**src/hw/rtl/cddc_pkg.sv**
```systemverilog
// Shared types, constants and calendar helper functions for the day counter.
package cddc_pkg;

  // Calendar limits for accepted dates
  localparam int FIRST_YEAR = 1970;
  localparam int LAST_YEAR  = 2099;
  localparam int DIFF_LIMIT = 65535;
  // 1970 mod 400, seed of the century counter
  localparam int FIRST_YEAR_MOD400 = 370;

  // Field widths of the stream payloads
  localparam int DAY_W    = 5;
  localparam int MONTH_W  = 4;
  localparam int YEARF_W  = 12;
  localparam int OFFSET_W = 17;
  localparam int DCOUNT_W = 16;
  localparam int DIFF_W   = 17;
  localparam int IN_TDATA_W  = 40;
  localparam int OUT_TDATA_W = 56;

  typedef enum logic [1:0] {
    ACT_SET   = 2'd0,
    ACT_SHIFT = 2'd1,
    ACT_DIFF  = 2'd2,
    ACT_NOP   = 2'd3
  } cddc_act_t;

  typedef enum logic [2:0] {
    ST_IDLE,
    ST_GIVEN_YEARS,
    ST_FIN,
    ST_APPLY,
    ST_CONV_INIT,
    ST_CONV_YEARS,
    ST_CONV_MONTHS,
    ST_DONE
  } cddc_state_t;

  // Controller to datapath commands
  typedef struct packed {
    logic load;
    logic given_step;
    logic fin;
    logic apply;
    logic conv_init;
    logic year_step;
    logic month_step;
    logic out_load;
  } cddc_cmd_t;

  // Datapath to controller status
  typedef struct packed {
    logic range_ok;
    logic year_reached;
    logic year_fits;
    logic month_more;
  } cddc_sts_t;

  // Length of a month, month 1..12
  function automatic logic [4:0] month_len(input logic [3:0] month, input logic leap);
    logic [4:0] len;
    case (month) inside
      4'd4, 4'd6, 4'd9, 4'd11: len = 5'd30;
      4'd2:                    len = leap ? 5'd29 : 5'd28;
      default:                 len = 5'd31;
    endcase
    return len;
  endfunction

  // Days in a common year before the first of the month
  function automatic logic [8:0] days_before(input logic [3:0] month);
    logic [8:0] n;
    case (month)
      4'd2:    n = 9'd31;
      4'd3:    n = 9'd59;
      4'd4:    n = 9'd90;
      4'd5:    n = 9'd120;
      4'd6:    n = 9'd151;
      4'd7:    n = 9'd181;
      4'd8:    n = 9'd212;
      4'd9:    n = 9'd243;
      4'd10:   n = 9'd273;
      4'd11:   n = 9'd304;
      4'd12:   n = 9'd334;
      default: n = 9'd0;
    endcase
    return n;
  endfunction

  function automatic logic [8:0] year_len(input logic leap);
    return leap ? 9'd366 : 9'd365;
  endfunction

endpackage

```
**src/hw/rtl/cddc_ctrl.sv**
```systemverilog
// Sequencing state machine for the day counter.
module cddc_ctrl import cddc_pkg::*; (
  input  logic      clk,
  input  logic      rst_n,
  input  logic      in_tvalid,
  output logic      in_tready,
  output logic      out_tvalid,
  input  logic      out_tready,
  input  cddc_sts_t sts,
  output cddc_cmd_t cmd
);

  cddc_state_t state_r, state_nxt;
  logic        out_valid_r, out_valid_nxt;

  // State and output valid registers
  always_ff @(posedge clk) begin
    if (!rst_n) begin
      state_r     <= ST_IDLE;
      out_valid_r <= 1'b0;
    end else begin
      state_r     <= state_nxt;
      out_valid_r <= out_valid_nxt;
    end
  end

  // Next state and commands
  always_comb begin
    state_nxt = state_r;
    cmd       = '0;
    in_tready = 1'b0;
    case (state_r)
      ST_IDLE: begin
        in_tready = 1'b1;
        if (in_tvalid) begin
          cmd.load  = 1'b1;
          state_nxt = ST_GIVEN_YEARS;
        end
      end
      ST_GIVEN_YEARS: begin
        if (!sts.range_ok || sts.year_reached) begin
          state_nxt = ST_FIN;
        end else begin
          cmd.given_step = 1'b1;
        end
      end
      ST_FIN: begin
        cmd.fin   = 1'b1;
        state_nxt = ST_APPLY;
      end
      ST_APPLY: begin
        cmd.apply = 1'b1;
        state_nxt = ST_CONV_INIT;
      end
      ST_CONV_INIT: begin
        cmd.conv_init = 1'b1;
        state_nxt     = ST_CONV_YEARS;
      end
      ST_CONV_YEARS: begin
        if (sts.year_fits) begin
          cmd.year_step = 1'b1;
        end else begin
          state_nxt = ST_CONV_MONTHS;
        end
      end
      ST_CONV_MONTHS: begin
        if (sts.month_more) begin
          cmd.month_step = 1'b1;
        end else begin
          state_nxt = ST_DONE;
        end
      end
      ST_DONE: begin
        // wait for the output register to free up
        if (!out_valid_r || out_tready) begin
          cmd.out_load = 1'b1;
          state_nxt    = ST_IDLE;
        end
      end
      default: state_nxt = ST_IDLE;
    endcase
  end

  // Hold the result until its transfer
  always_comb begin
    if (cmd.out_load) begin
      out_valid_nxt = 1'b1;
    end else if (out_tready) begin
      out_valid_nxt = 1'b0;
    end else begin
      out_valid_nxt = out_valid_r;
    end
  end

  assign out_tvalid = out_valid_r;

endmodule

```
**src/hw/rtl/cddc_dp.sv**
```systemverilog
// Datapath: stored count, year and month stepping, shift and difference arithmetic.
module cddc_dp import cddc_pkg::*; #(
  parameter int COUNT_BITS = 16
) (
  input  logic                   clk,
  input  logic                   rst_n,
  input  logic [IN_TDATA_W-1:0]  in_tdata,
  input  logic [1:0]             in_tuser,
  input  cddc_cmd_t              cmd,
  output cddc_sts_t              sts,
  output logic [OUT_TDATA_W-1:0] out_tdata
);

  localparam int YEAR_W = $clog2(FIRST_YEAR + (2 ** COUNT_BITS) / 365 + 2);
  localparam int SUM_W  = COUNT_BITS + 2;
  localparam logic [COUNT_BITS-1:0] COUNT_MAX = '1;
  localparam logic signed [COUNT_BITS:0] DLIM_POS = (COUNT_BITS + 1)'(DIFF_LIMIT);
  localparam logic signed [COUNT_BITS:0] DLIM_NEG = -DLIM_POS;

  // Captured item
  cddc_act_t                act_r;
  logic [DAY_W-1:0]         gday_r;
  logic [MONTH_W-1:0]       gmon_r;
  logic [YEARF_W-1:0]       gyear_r;
  logic signed [OFFSET_W-1:0] off_r;

  // Working registers
  logic [YEAR_W-1:0]        yr_r;
  logic [8:0]               m400_r;
  logic [COUNT_BITS-1:0]    acc_r;
  logic [COUNT_BITS-1:0]    gcount_r;
  logic [COUNT_BITS-1:0]    stored_r;
  logic [COUNT_BITS-1:0]    rem_r;
  logic [MONTH_W-1:0]       mon_r;
  logic                     valid_r;
  logic                     clamp_r;
  logic signed [DIFF_W-1:0] diff_r;
  logic [OUT_TDATA_W-1:0]   out_tdata_r;

  logic                     leap;
  logic [8:0]               ylen;
  logic [4:0]               mlen_cur;
  logic [4:0]               mlen_given;
  logic                     needs_given;
  logic                     day_ok;
  logic [COUNT_BITS-1:0]    cnt;
  logic signed [SUM_W-1:0]  shift_sum;
  logic signed [COUNT_BITS:0] diff_full;
  logic signed [COUNT_BITS:0] diff_sat;
  logic [COUNT_BITS-1:0]    stored_nxt;
  logic                     clamp_nxt;
  logic signed [DIFF_W-1:0] diff_nxt;

  // Leap rule from the low year bits and the position within 400 years
  assign leap = (yr_r[1:0] == 2'b00) && (m400_r != 9'd100) && (m400_r != 9'd200)
                && (m400_r != 9'd300);
  assign ylen       = year_len(leap);
  assign mlen_cur   = month_len(mon_r, leap);
  assign mlen_given = month_len(gmon_r, leap);

  assign needs_given = (act_r == ACT_SET) || (act_r == ACT_DIFF);

  // Status for the controller
  always_comb begin
    sts.range_ok     = (gyear_r >= YEARF_W'(FIRST_YEAR)) && (gyear_r <= YEARF_W'(LAST_YEAR))
                       && (gmon_r >= 4'd1) && (gmon_r <= 4'd12);
    sts.year_reached = (yr_r == YEAR_W'(gyear_r));
    sts.year_fits    = (rem_r >= COUNT_BITS'(ylen));
    sts.month_more   = (mon_r != 4'd12) && (rem_r >= COUNT_BITS'(mlen_cur));
  end

  // Count of the given date once the year walk has reached its year
  assign day_ok = (gday_r != 5'd0) && (gday_r <= mlen_given);
  assign cnt = acc_r + COUNT_BITS'(days_before(gmon_r))
               + COUNT_BITS'((gmon_r > 4'd2) && leap) + COUNT_BITS'(gday_r) - COUNT_BITS'(1);

  // Shift with saturation, difference with saturation
  assign shift_sum = $signed({2'b00, stored_r}) + SUM_W'(off_r);
  assign diff_full = $signed({1'b0, stored_r}) - $signed({1'b0, gcount_r});

  always_comb begin
    if (diff_full > DLIM_POS) begin
      diff_sat = DLIM_POS;
    end else if (diff_full < DLIM_NEG) begin
      diff_sat = DLIM_NEG;
    end else begin
      diff_sat = diff_full;
    end
  end

  always_comb begin
    stored_nxt = stored_r;
    clamp_nxt  = 1'b0;
    diff_nxt   = '0;
    case (act_r)
      ACT_SET: stored_nxt = gcount_r;
      ACT_SHIFT: begin
        if (shift_sum < 0) begin
          stored_nxt = '0;
          clamp_nxt  = 1'b1;
        end else if (shift_sum > $signed({2'b00, COUNT_MAX})) begin
          stored_nxt = COUNT_MAX;
          clamp_nxt  = 1'b1;
        end else begin
          stored_nxt = shift_sum[COUNT_BITS-1:0];
        end
      end
      ACT_DIFF: diff_nxt = diff_sat[DIFF_W-1:0];
      default:  stored_nxt = stored_r;
    endcase
  end

  // Stored count is the only state kept across items
  always_ff @(posedge clk) begin
    if (!rst_n) begin
      stored_r <= '0;
    end else if (cmd.apply) begin
      stored_r <= stored_nxt;
    end
  end

  // Capture the item and run the year and month walks
  always_ff @(posedge clk) begin
    if (cmd.load) begin
      act_r   <= cddc_act_t'(in_tuser);
      gday_r  <= in_tdata[4:0];
      gmon_r  <= in_tdata[8:5];
      gyear_r <= in_tdata[20:9];
      off_r   <= $signed(in_tdata[37:21]);
      yr_r    <= YEAR_W'(FIRST_YEAR);
      m400_r  <= 9'(FIRST_YEAR_MOD400);
      acc_r   <= '0;
      clamp_r <= 1'b0;
      diff_r  <= '0;
    end
    if (cmd.conv_init) begin
      yr_r   <= YEAR_W'(FIRST_YEAR);
      m400_r <= 9'(FIRST_YEAR_MOD400);
      rem_r  <= stored_r;
      mon_r  <= 4'd1;
    end
    // advance one year, summing or consuming its length
    if (cmd.given_step || cmd.year_step) begin
      yr_r   <= yr_r + YEAR_W'(1);
      m400_r <= (m400_r == 9'd399) ? 9'd0 : m400_r + 9'd1;
    end
    if (cmd.given_step) begin
      acc_r <= acc_r + COUNT_BITS'(ylen);
    end
    if (cmd.year_step) begin
      rem_r <= rem_r - COUNT_BITS'(ylen);
    end
    if (cmd.month_step) begin
      rem_r <= rem_r - COUNT_BITS'(mlen_cur);
      mon_r <= mon_r + 4'd1;
    end
    if (cmd.fin) begin
      valid_r  <= sts.range_ok && day_ok && needs_given;
      gcount_r <= (sts.range_ok && day_ok) ? cnt : '0;
    end
    if (cmd.apply) begin
      clamp_r <= clamp_nxt;
      diff_r  <= diff_nxt;
    end
    // fields from the lowest bit up: day, month, year, count, difference, flags
    if (cmd.out_load) begin
      out_tdata_r <= {clamp_r, valid_r, diff_r, stored_r[DCOUNT_W-1:0], yr_r[YEARF_W-1:0],
                      mon_r, 5'(rem_r[DAY_W-1:0] + 5'd1)};
    end
  end

  assign out_tdata = out_tdata_r;

endmodule

```
**src/hw/rtl/civil_date_day_counter.sv**
```systemverilog
// Each item runs through load, a walk from 1970 to the given year (taken only when the given
// year and month are in range, for every action), fin, apply, a conversion start, then walks
// over the whole years and the whole months of the stored count, and waits in the done state
// until the output register is free. One item is in work at a time, and the next input
// transfer can come in the cycle after the result loads.
// Reset (synchronous, rst_n low) sets the stored count to 0, 1 January 1970.
module civil_date_day_counter import cddc_pkg::*; #(
  parameter int COUNT_BITS = 16
) (
  input  logic                   clk,
  input  logic                   rst_n,
  input  logic                   in_tvalid,
  output logic                   in_tready,
  // in_tdata: in_day[4:0], in_month[8:5], in_year[20:9], offset[37:21], zero[39:38]
  input  logic [IN_TDATA_W-1:0]  in_tdata,
  // in_tuser: action[1:0]
  input  logic [1:0]             in_tuser,
  output logic                   out_tvalid,
  input  logic                   out_tready,
  // out_tdata: out_day[4:0], out_month[8:5], out_year[20:9], day_count[36:21],
  //            difference[53:37], date_valid[54], clamped[55]
  output logic [OUT_TDATA_W-1:0] out_tdata
);

  cddc_cmd_t cmd;
  cddc_sts_t sts;

  // Sequencer
  cddc_ctrl u_ctrl (
    .clk        (clk),
    .rst_n      (rst_n),
    .in_tvalid  (in_tvalid),
    .in_tready  (in_tready),
    .out_tvalid (out_tvalid),
    .out_tready (out_tready),
    .sts        (sts),
    .cmd        (cmd)
  );

  // Arithmetic and storage
  cddc_dp #(
    .COUNT_BITS (COUNT_BITS)
  ) u_dp (
    .clk       (clk),
    .rst_n     (rst_n),
    .in_tdata  (in_tdata),
    .in_tuser  (in_tuser),
    .cmd       (cmd),
    .sts       (sts),
    .out_tdata (out_tdata)
  );

endmodule

```
**config.mk**
```make
export PLATFORM = sky130hd
export DESIGN_NAME = civil_date_day_counter
export DESIGN_NICKNAME = d
export VERILOG_FILES = /design/src/hw/rtl/cddc_pkg.sv /design/src/hw/rtl/cddc_ctrl.sv /design/src/hw/rtl/cddc_dp.sv /design/src/hw/rtl/civil_date_day_counter.sv
export SDC_FILE = /design/constraint.sdc
export NUM_CORES = 1
export LEC_CHECK = 0
export ABC_AREA = 1
export BUFFER_PORTS_ARGS = -buffer_cell sky130_fd_sc_hd__buf_2
export CORE_MARGIN = 2
export CORE_UTILIZATION = 45
export CTS_CLUSTER_SIZE = 14
export DETAILED_ROUTE_END_ITERATION = 8
export GPL_TIMING_DRIVEN = 0
export PLACE_DENSITY = 0.73
export SLEW_MARGIN = 25
export SYNTH_ARGS = -nofsm -noshare
export SYNTH_HDL_FRONTEND = slang
export SYNTH_HIERARCHICAL = 1
export SYNTH_SLANG_ARGS = --single-unit
```
**constraint.sdc**
```tcl
create_clock -name clk -period 5.2 [get_ports clk]
set_input_delay 0.26 -clock clk [delete_from_list [all_inputs] [get_ports clk]]
set_output_delay 0.26 -clock clk [all_outputs]
set_load 0.02 [all_outputs]
```
Word level (Yosys, flattened, before mapping)
Memory sizes are Yosys's and may differ from the RTL's. A register that Yosys moved wholly into a read port is not among the register bits.
Index checks and enable logic that the tools add are counted.

word-level totals
  bits in registers = 208
  memory bits (read-only) = 144
  input port bits = 46
  output and inout port bits = 58
  word-level logic and storage cells = 162
  memories = 1

cells by class
  add/subtract/negate cells = 13
  order comparisons = 12
  eq/ne operators = 30
  muxes and demuxes = 56
  reductions and logical operators = 32

memories
  memory            words  width  rd ports  clocked after memory_dff  write ports  line            RTL
  (name not given)  16     9      1         1                         0            cddc_pkg.sv:73  case (month)

operator list
  cell                   number
  $mux 16                7
  $mux 17                5
  $mux 12                3
  $mux 9                 4
  $add 16x9->16          2
  $pmux 16 s2            1
  $pmux 3 s8             1
  $mux 1                 22
  $mux 5                 4
  $add 17x17->18         1
  $gt 18x17->1 const B   1
  $lt 18x1->1 const B    1
  $gt 17x17->1 const B   1
  $lt 17x17->1 const B   1
  $sub 16x16->17         1
  $add 16x1->16          1
  $add 16x5->16          1
  $eq 4x3->1 const B     4
  $eq 4x4->1 const B     4
  $ge 16x5->1            1
  $ge 16x9->1            1
  $sub 16x1->16 const B  1
  $sub 16x5->16          1
  $sub 16x9->16          1
  other kinds (38)       73

Longest topological paths before layout
Gate-level depths: netlist of the first run.

  depth in word-level cells = 12
  depth in mapped cells = 25
  depth with buffers taken out = 25

Modules after synthesis
Netlist of the first run, hierarchy kept.

by module, submodules not included
  module     instances  cells each  area an instance (µm²)  seq. area each (µm²)
  cddc_dp    1          1518        13112.6                 6145.9
  cddc_ctrl  1          62          352.8                   80.1

Worst setup path after synthesis of the first run
OpenSTA, ideal clock, no wires.

  kind = reg-to-reg
  from = register u_ctrl.state_r[0]
  to = register with a tool-made name
  setup time = 135 ps
  arrival time = 4174 ps
  required time = 5065 ps
  setup slack = 891 ps
  cell stages (with the launch flop) = 12
  period minus slack after synthesis = 4309 ps
  path through = dfxtp_1 buf_6 nor2_1 nand2_1 nor2_1 inv_1 or2_2 o21ai_0 inv_1 ha_1 o21ai_0 o22ai_1

RTL lines
  item                    line             RTL
  from (decl)             cddc_ctrl.sv:13  cddc_state_t state_r, state_nxt;
  from (signal assigned)  cddc_ctrl.sv:22  state_r <= state_nxt;

==> flow_summary.toml, run 1 <==
[setup_path]
crit_path_start_kind = "register"
startpoint = "u_dp/m400_r[4]"
cp_cell_sequence = "nor3_1, o211ai_1, nand2_1, nand4_1, nand2_1, a21oi_1, ha_1, fa_1, nor2_1, nand2_1, nand2_1, nor2_1, o311ai_0, nand2_1, inv_1, nand2_1, inv_1, nand2_1, inv_1, clkinv_1, clkbuf_1, nand3_2"
critical_path_arrival_ns = 4.94
cp-end-kind = "register"
required_ns = 5.37
cp_max_fo = 16
slowest_stage = "edfxtp_1"
r2r_start = "u_dp/m400_r[4]"
crit_type = "reg -> reg"
worst-path-buf-inv = 5
worst_path_largest_cell_delay_ns = 0.46
critPathMostFrequentCell = "nand2_1"
cp_top_family = "simple AND/OR/NAND/NOR gates"

[die]
initial_core_util_pct = 45.55
dieHeight_um = 177.0
ioPinCount = 104
die_area_um2 = 31320
coreArea_um2 = 29560
rows = 63
die_x_um = 177.0

[detailed_routing]
postRouteAntennaNets = 0
viasPerCell = 5.188
drt_iter0_markers = 975
wl_per_cell_um = 14.91
vias = 11201
totalWireLength_um = 32200
first_pass_iters = 6
drc = 0

[logic_synthesis]
synth_nets = 1733
netlist.area_leader.share_pct = 41.93
synth_edf_count = 188
synth_area_leader_cell = "edfxtp_1"
synthArstFlopShare_pct = 0
ys_seq_area_share_pct = 46.24
ys.flop_type = "edfxtp_1"
netlist_instances = 1580
synth_area_um2 = 13470
yosys_register_bits = 217
yosys_warnings = 6
ys_types = 52
synth.avg_cell_area_um2 = 8.522
yosys-top-cells-area = "edfxtp_1, nand2_1, ha_1, inv_1, dfxtp_1"

[clocking]
cts_tree = "built"
cts_buffers = 25
insertion_delay_ns = 0.53
h-tree-depth = 1
path_clk_slew_ns = 0.07
cts_sinks = 217
cts_root_buf = "clkbuf_16"
cts_setup_buffers = 0
clockBufferDepth = 3

[pwr]
p_sw_share_pct = 40.29
seqPwrFrac_pct = 35.2
p_switching_w = 0.003024
intPower_w = 0.004481
clockPowerShare_pct = 22.8
p_per_area_nw_per_um2 = 476.9
power_leakage_nw = 7.141
vdd_drop_max_v = 0.0002936
comb_power_share_pct = 42.0
power_w = 0.007505

[placement]
portBuffers = 101
gp_congestion = 0.9237
pre_cts_ws_ns = 0.1819
dpl.hpwl_um = 24010

[timing]
finalHoldViolCount = 0
clock_skew_ns = 0.01506
max_freq_mhz = 209.6
fin_ws_ns = 0.4298
relSlewSlack_pct = 42.71
finalCritPeriodShare_pct = 91.73
worst_pin_slew_ns = 0.8572
min_period_ns = 4.770
rsz0062_at_grt = "false"
setup_viol = 0
drv_slew = 0

[final_layout]
n_antenna_cell = 0
layout-drive-gt1-share_pct = 12.55
nets = 1904
areaGrowthSynthToFinish_pct = 16.88

[worst_hold_path]
hold_path.class = "in -> reg"
hold_start = "rst_n"

[grt]
antenna_found_initial = 0
grt_pass1_wl_um = 52700
overflow = 0
grt_use_total_pct = 20.85
grt_max_degree = 57
grt_pass1_vias = 10811

[outcome]
status = "completed"

[job]
maxCapViolations = 0
==> worst paths after layout <==
check | endpoint | slack, ns | cells after the start
hold reg to reg | u_dp/out_tdata[50] | 0.42 | 0
setup / recovery | u_dp/rem_r[9] | 0.43 | 22
hold / removal | u_ctrl/state_r[0] | 0.07 | 3
setup reg to reg | u_dp/rem_r[9] | 0.43 | 22
==> cell usage in the layout, fill, tap and decap left out, types with 17 or more instances in the layout <==
cell type      Yosys  routed
nand2_1          374     374
inv_1            254     254
edfxtp_1         188     188
nor2_1           128     127
buf_2              4     105
a21oi_1          100     100
ha_1              96      96
nand3_1           91      89
o21ai_0           77      76
dlygate4sd3_1      0      40
dfxtp_1           29      29
nand4_1           26      26
clkbuf_16          0      25
xnor2_1           25      25
xor2_1            17      17
==> power by group through the flow <==
stage | logic, W | registers [W] | clock network (W)
after floorplan | 0.00238 | 0.00256 | 0
after global placement | 0.00295 | 0.00268 | 0
after detailed placement | 0.00308 | 0.00267 | 0
after CTS | 0.00313 | 0.00264 | 0.00174
after global routing | 0.00363 | 0.00267 | 0.00181
final | 0.00315 | 0.00264 | 0.00171
==> cells in the mapped netlist (3+ instances only) <==
cell type,instances
o211ai_1,8
a21oi_2,12
o21ai_1,3
a31oi_1,3
o21bai_1,5
dfxtp_1,29
nand2_1,374
clkbuf_1,11
nand3_2,9
buf_2,4
o21a_1,5
nor3_1,17
nand3b_1,11
o21ai_0,77
nand4_1,26
clkinv_1,3
a21oi_1,100
inv_1,254
ha_1,96
or2_2,11
inv_2,8
buf_6,4
fa_1,11
nor2_1,128
xnor2_1,25
xor2_1,17
nand2_2,12
o22ai_1,3
edfxtp_1,188
nand3_1,91
nor2_2,6
==> cell type report <==
class | instances | area [um^2]
clock buffers | 30 | 644.4
inverters | 266 | 999.7
well taps | 390 | 488.0
multi-input cells | 1075 | 6147
clock inverters | 15 | 142.6
plain buffers | 22 | 122.6
repair buffers | 144 | 968.4
fillers | 2674 | 13820
flip-flops and latches | 217 | 6226
==> registers in the layout, summed over array words and instances, names as in the netlist, named ones only <==
name,count
u_ctrl/state_r,3
u_dp/gyear_r,12
u_dp/stored_r,16
u_dp/yr_r,12
u_dp/gday_r,5
u_dp/gcount_r,16
u_dp/off_r,17
u_dp/acc_r,16
u_dp/m400_r,9
u_dp/mon_r,4
u_dp/out_tdata,56
u_dp/rem_r,16
u_dp/act_r,2
u_ctrl/out_tvalid,1
u_dp/gmon_r,4
u_dp/diff_r,17
u_dp/clamp_r,1
u_dp/valid_r,1
==> metal layers <==
metal | routed length [um] | GRT usage (%)
met5 | 0 | 0
met4 | 1206 | 8.333
met3 | 2161 | 2.706
met2 | 14820 | 34.52
met1 | 14020 | 27.71
==> worst min-delay path: stages <==
cell,delay [ns]
buf_2,0.17
nand2_1,0.09
nor2_1,0.03
==> through the flow <==
stage	TNS, ns	instance area, um^2	hold WS (ns)	instances	util, %
after floorplan	0	13470	0.3589	1580	-
after global placement	-41.38	14460	0.4035	2071	48.91
after detailed placement	0	14530	0.4045	2074	49.17
after CTS	0	15720	0.05282	2159	53.19
after global routing	0	15740	0.07925	2159	53.24
final	0	15740	0.06851	2159	53.24
==> cells by family after synthesis <==
family	count (synthesis)	synth area share [%]
and+or+nand+nor	696	22.52
AOI/OAI and AO/OA	230	9.617
adders and majority gates	107	10.56
xor gates and xnor gates	42	2.732
buffers and inverters	288	8.335
DFF	217	46.24
==> timing repair <==
| action | in CTS | in global routing |
|---|---|---|
| hold buffers | 40 | 0 |
| gates resized for setup | 0 | 2 |
| hold endpoints to repair | 40 | 0 |
| endpoints found under the setup margin | 0 | 37 |
No activity file was read; power rests on OpenSTA's default activity.
==> inputs of run 2 (changes only) <==
- CORE_ASPECT_RATIO: default -> 1.25
==> run 2 against run 1 <==
Compared with the run above: hold slack gained 0.0011 ns; critical endpoint is now u_dp/rem_r[7]; non-clock buffer count shrank 1; combinational power is essentially flat; sequential power is essentially flat; clock power grew 6%; sequential share of layout area shrank 0.11 points.
==> flow_summary.toml, run 2 (synthesis gave the netlist of run 1 again) <==
[placement]
dpl.hpwl_um = 23890
placed_cell_area_um2 = 14510
gp_congestion = 0.9017
portBuffers = 101

[pwr]
vdd_drop_max_v = 0.0004074
power_w = 0.007581
power_leakage_nw = 7.155
p_per_area_nw_per_um2 = 480.3

[timing]
finalCritPeriodShare_pct = 90.14
rsz0062_at_grt = "false"
clock_skew_ns = 0.01889
setup_viol = 0
finalHoldViolCount = 0
worst_pin_slew_ns = 0.9577
max_freq_mhz = 213.3
relSlewSlack_pct = 35.48
drv_slew = 0
min_period_ns = 4.687

[clocking]
cts_root_buf = "clkbuf_16"
cts_sinks = 217
path_clk_slew_ns = 0.07
cts_buffers = 24
cts_tree = "built"
cts_setup_buffers = 0
h-tree-depth = 1
insertion_delay_ns = 0.54
clockBufferDepth = 3

[final_layout]
mostFrequentLayoutCell = "nand2_1"
fin_util_pct = 53.80
layout-drive-gt1-share_pct = 12.51
final_cell_mix = "nand2_1, inv_1, edfxtp_1, nor2_1, buf_2"
fillers = 2582
areaGrowthSynthToFinish_pct = 17.22
largest_reg_flops = 56
final_cell_area_um2 = 15780
nets = 1902

[die]
dieHeight_um = 197.4
ioPinCount = 104
coreArea_um2 = 29340
rows = 70
die_area_um2 = 31330
initial_core_util_pct = 45.89
die_x_um = 158.7

[setup_path]
crit_path_start_kind = "register"
cp_cell_sequence = "nor3_1, o211ai_1, nand2_1, nand4_1, nand2_1, a21oi_1, ha_1, fa_1, nor2_1, nand2_1, nand2_1, nor2_1, o311ai_0, nand2_1, inv_1, nand2_1, inv_1, nand2_1, inv_1, clkbuf_1, clkbuf_1, a32oi_1"
crit_type = "reg -> reg"
worst-path-buf-inv = 5
slowest_stage = "clkbuf_1"
critPathMostFrequentCell = "nand2_1"
cp-end-kind = "register"
cp_max_fo = 10
cp_top_family = "simple AND/OR/NAND/NOR gates"
worst_path_largest_cell_delay_ns = 0.54
critical_path_arrival_ns = 4.94
required_ns = 5.46
r2r_slack_ns = 0.51

[detailed_routing]
first_pass_iters = 5
drt_iter0_markers = 711
postRouteAntennaNets = 0
totalWireLength_um = 31580
vias = 11057
viasPerCell = 5.112
drc = 0
wl_per_cell_um = 14.60

[grt]
grt_max_degree = 57
grt_use_total_pct = 19.84
antenna_found_initial = 1
overflow = 0
grt_pass1_vias = 10569
grt_pass1_wl_um = 50410

[outcome]
status = "completed"

[job]
maxCapViolations = 0

[worst_hold_path]
hold_path.class = "in -> reg"
-- run 2: final cells by class --
class	count	area [um^2]	share of cell area, %
flip-flops and latches	217	6226	39.45
plain buffers	22	122.6	0.7769
multi-input cells	1075	6155	38.99
diodes	1	2.502	0.01585
well taps	396	495.5	3.139
inverters	266	999.7	6.334
clock buffers	26	629.4	3.987
repair buffers	143	933.4	5.914
clock inverters	17	220.2	1.395
-- run 2: worst paths after layout --
check	from	depth (start not counted)	endpoint
min	rst_n	3	u_ctrl/state_r[0]
max	u_dp/m400_r[4]	22	u_dp/rem_r[7]
min reg2reg	u_dp/diff_r[3]	0	u_dp/out_tdata[40]
max reg2reg	u_dp/m400_r[4]	22	u_dp/rem_r[7]
-- run 2: what timing repair did --
item / 4_1_cts / 5_1_grt
hold endpoints to repair: 40 / 0
gates resized for setup: 0 / 3
hold buffers: 40 / 0
endpoints found under the setup margin: 0 / 37
-- run 2: tightest hold or removal path: stages --
cell and delay (ns):
buf_2 0.18, nand2_1 0.09, nor2_1 0.03
-- run 2: routing by layer --
metal	vias up	GRT usage, %	routed length, um
met5	-	0	14
met4	2	8.223	957
met3	71	2.876	1696
met2	323	36.76	16050
met1	5086	22.96	12860
li1	5575	-	-
-- run 2: stage by stage --
stage	setup slack [ns]	cells	hold WS, ns	TNS, ns
after floorplan	0.8915	1580	0.3589	0
after global placement	-0.9966	2077	0.4008	-38.35
after detailed placement	0.1201	2079	0.4045	0
after CTS	0.08370	2162	0.04340	0
after global routing	0.1015	2162	0.05940	0
final	0.5128	2163	0.06965	0
-- run 2: report_power, final --
part           total (W)  internal [W]  switching [W]
combinational    0.00313       0.00112        0.00201
sequential       0.00263       0.00236       0.000273
clock            0.00182       0.00112       0.000698
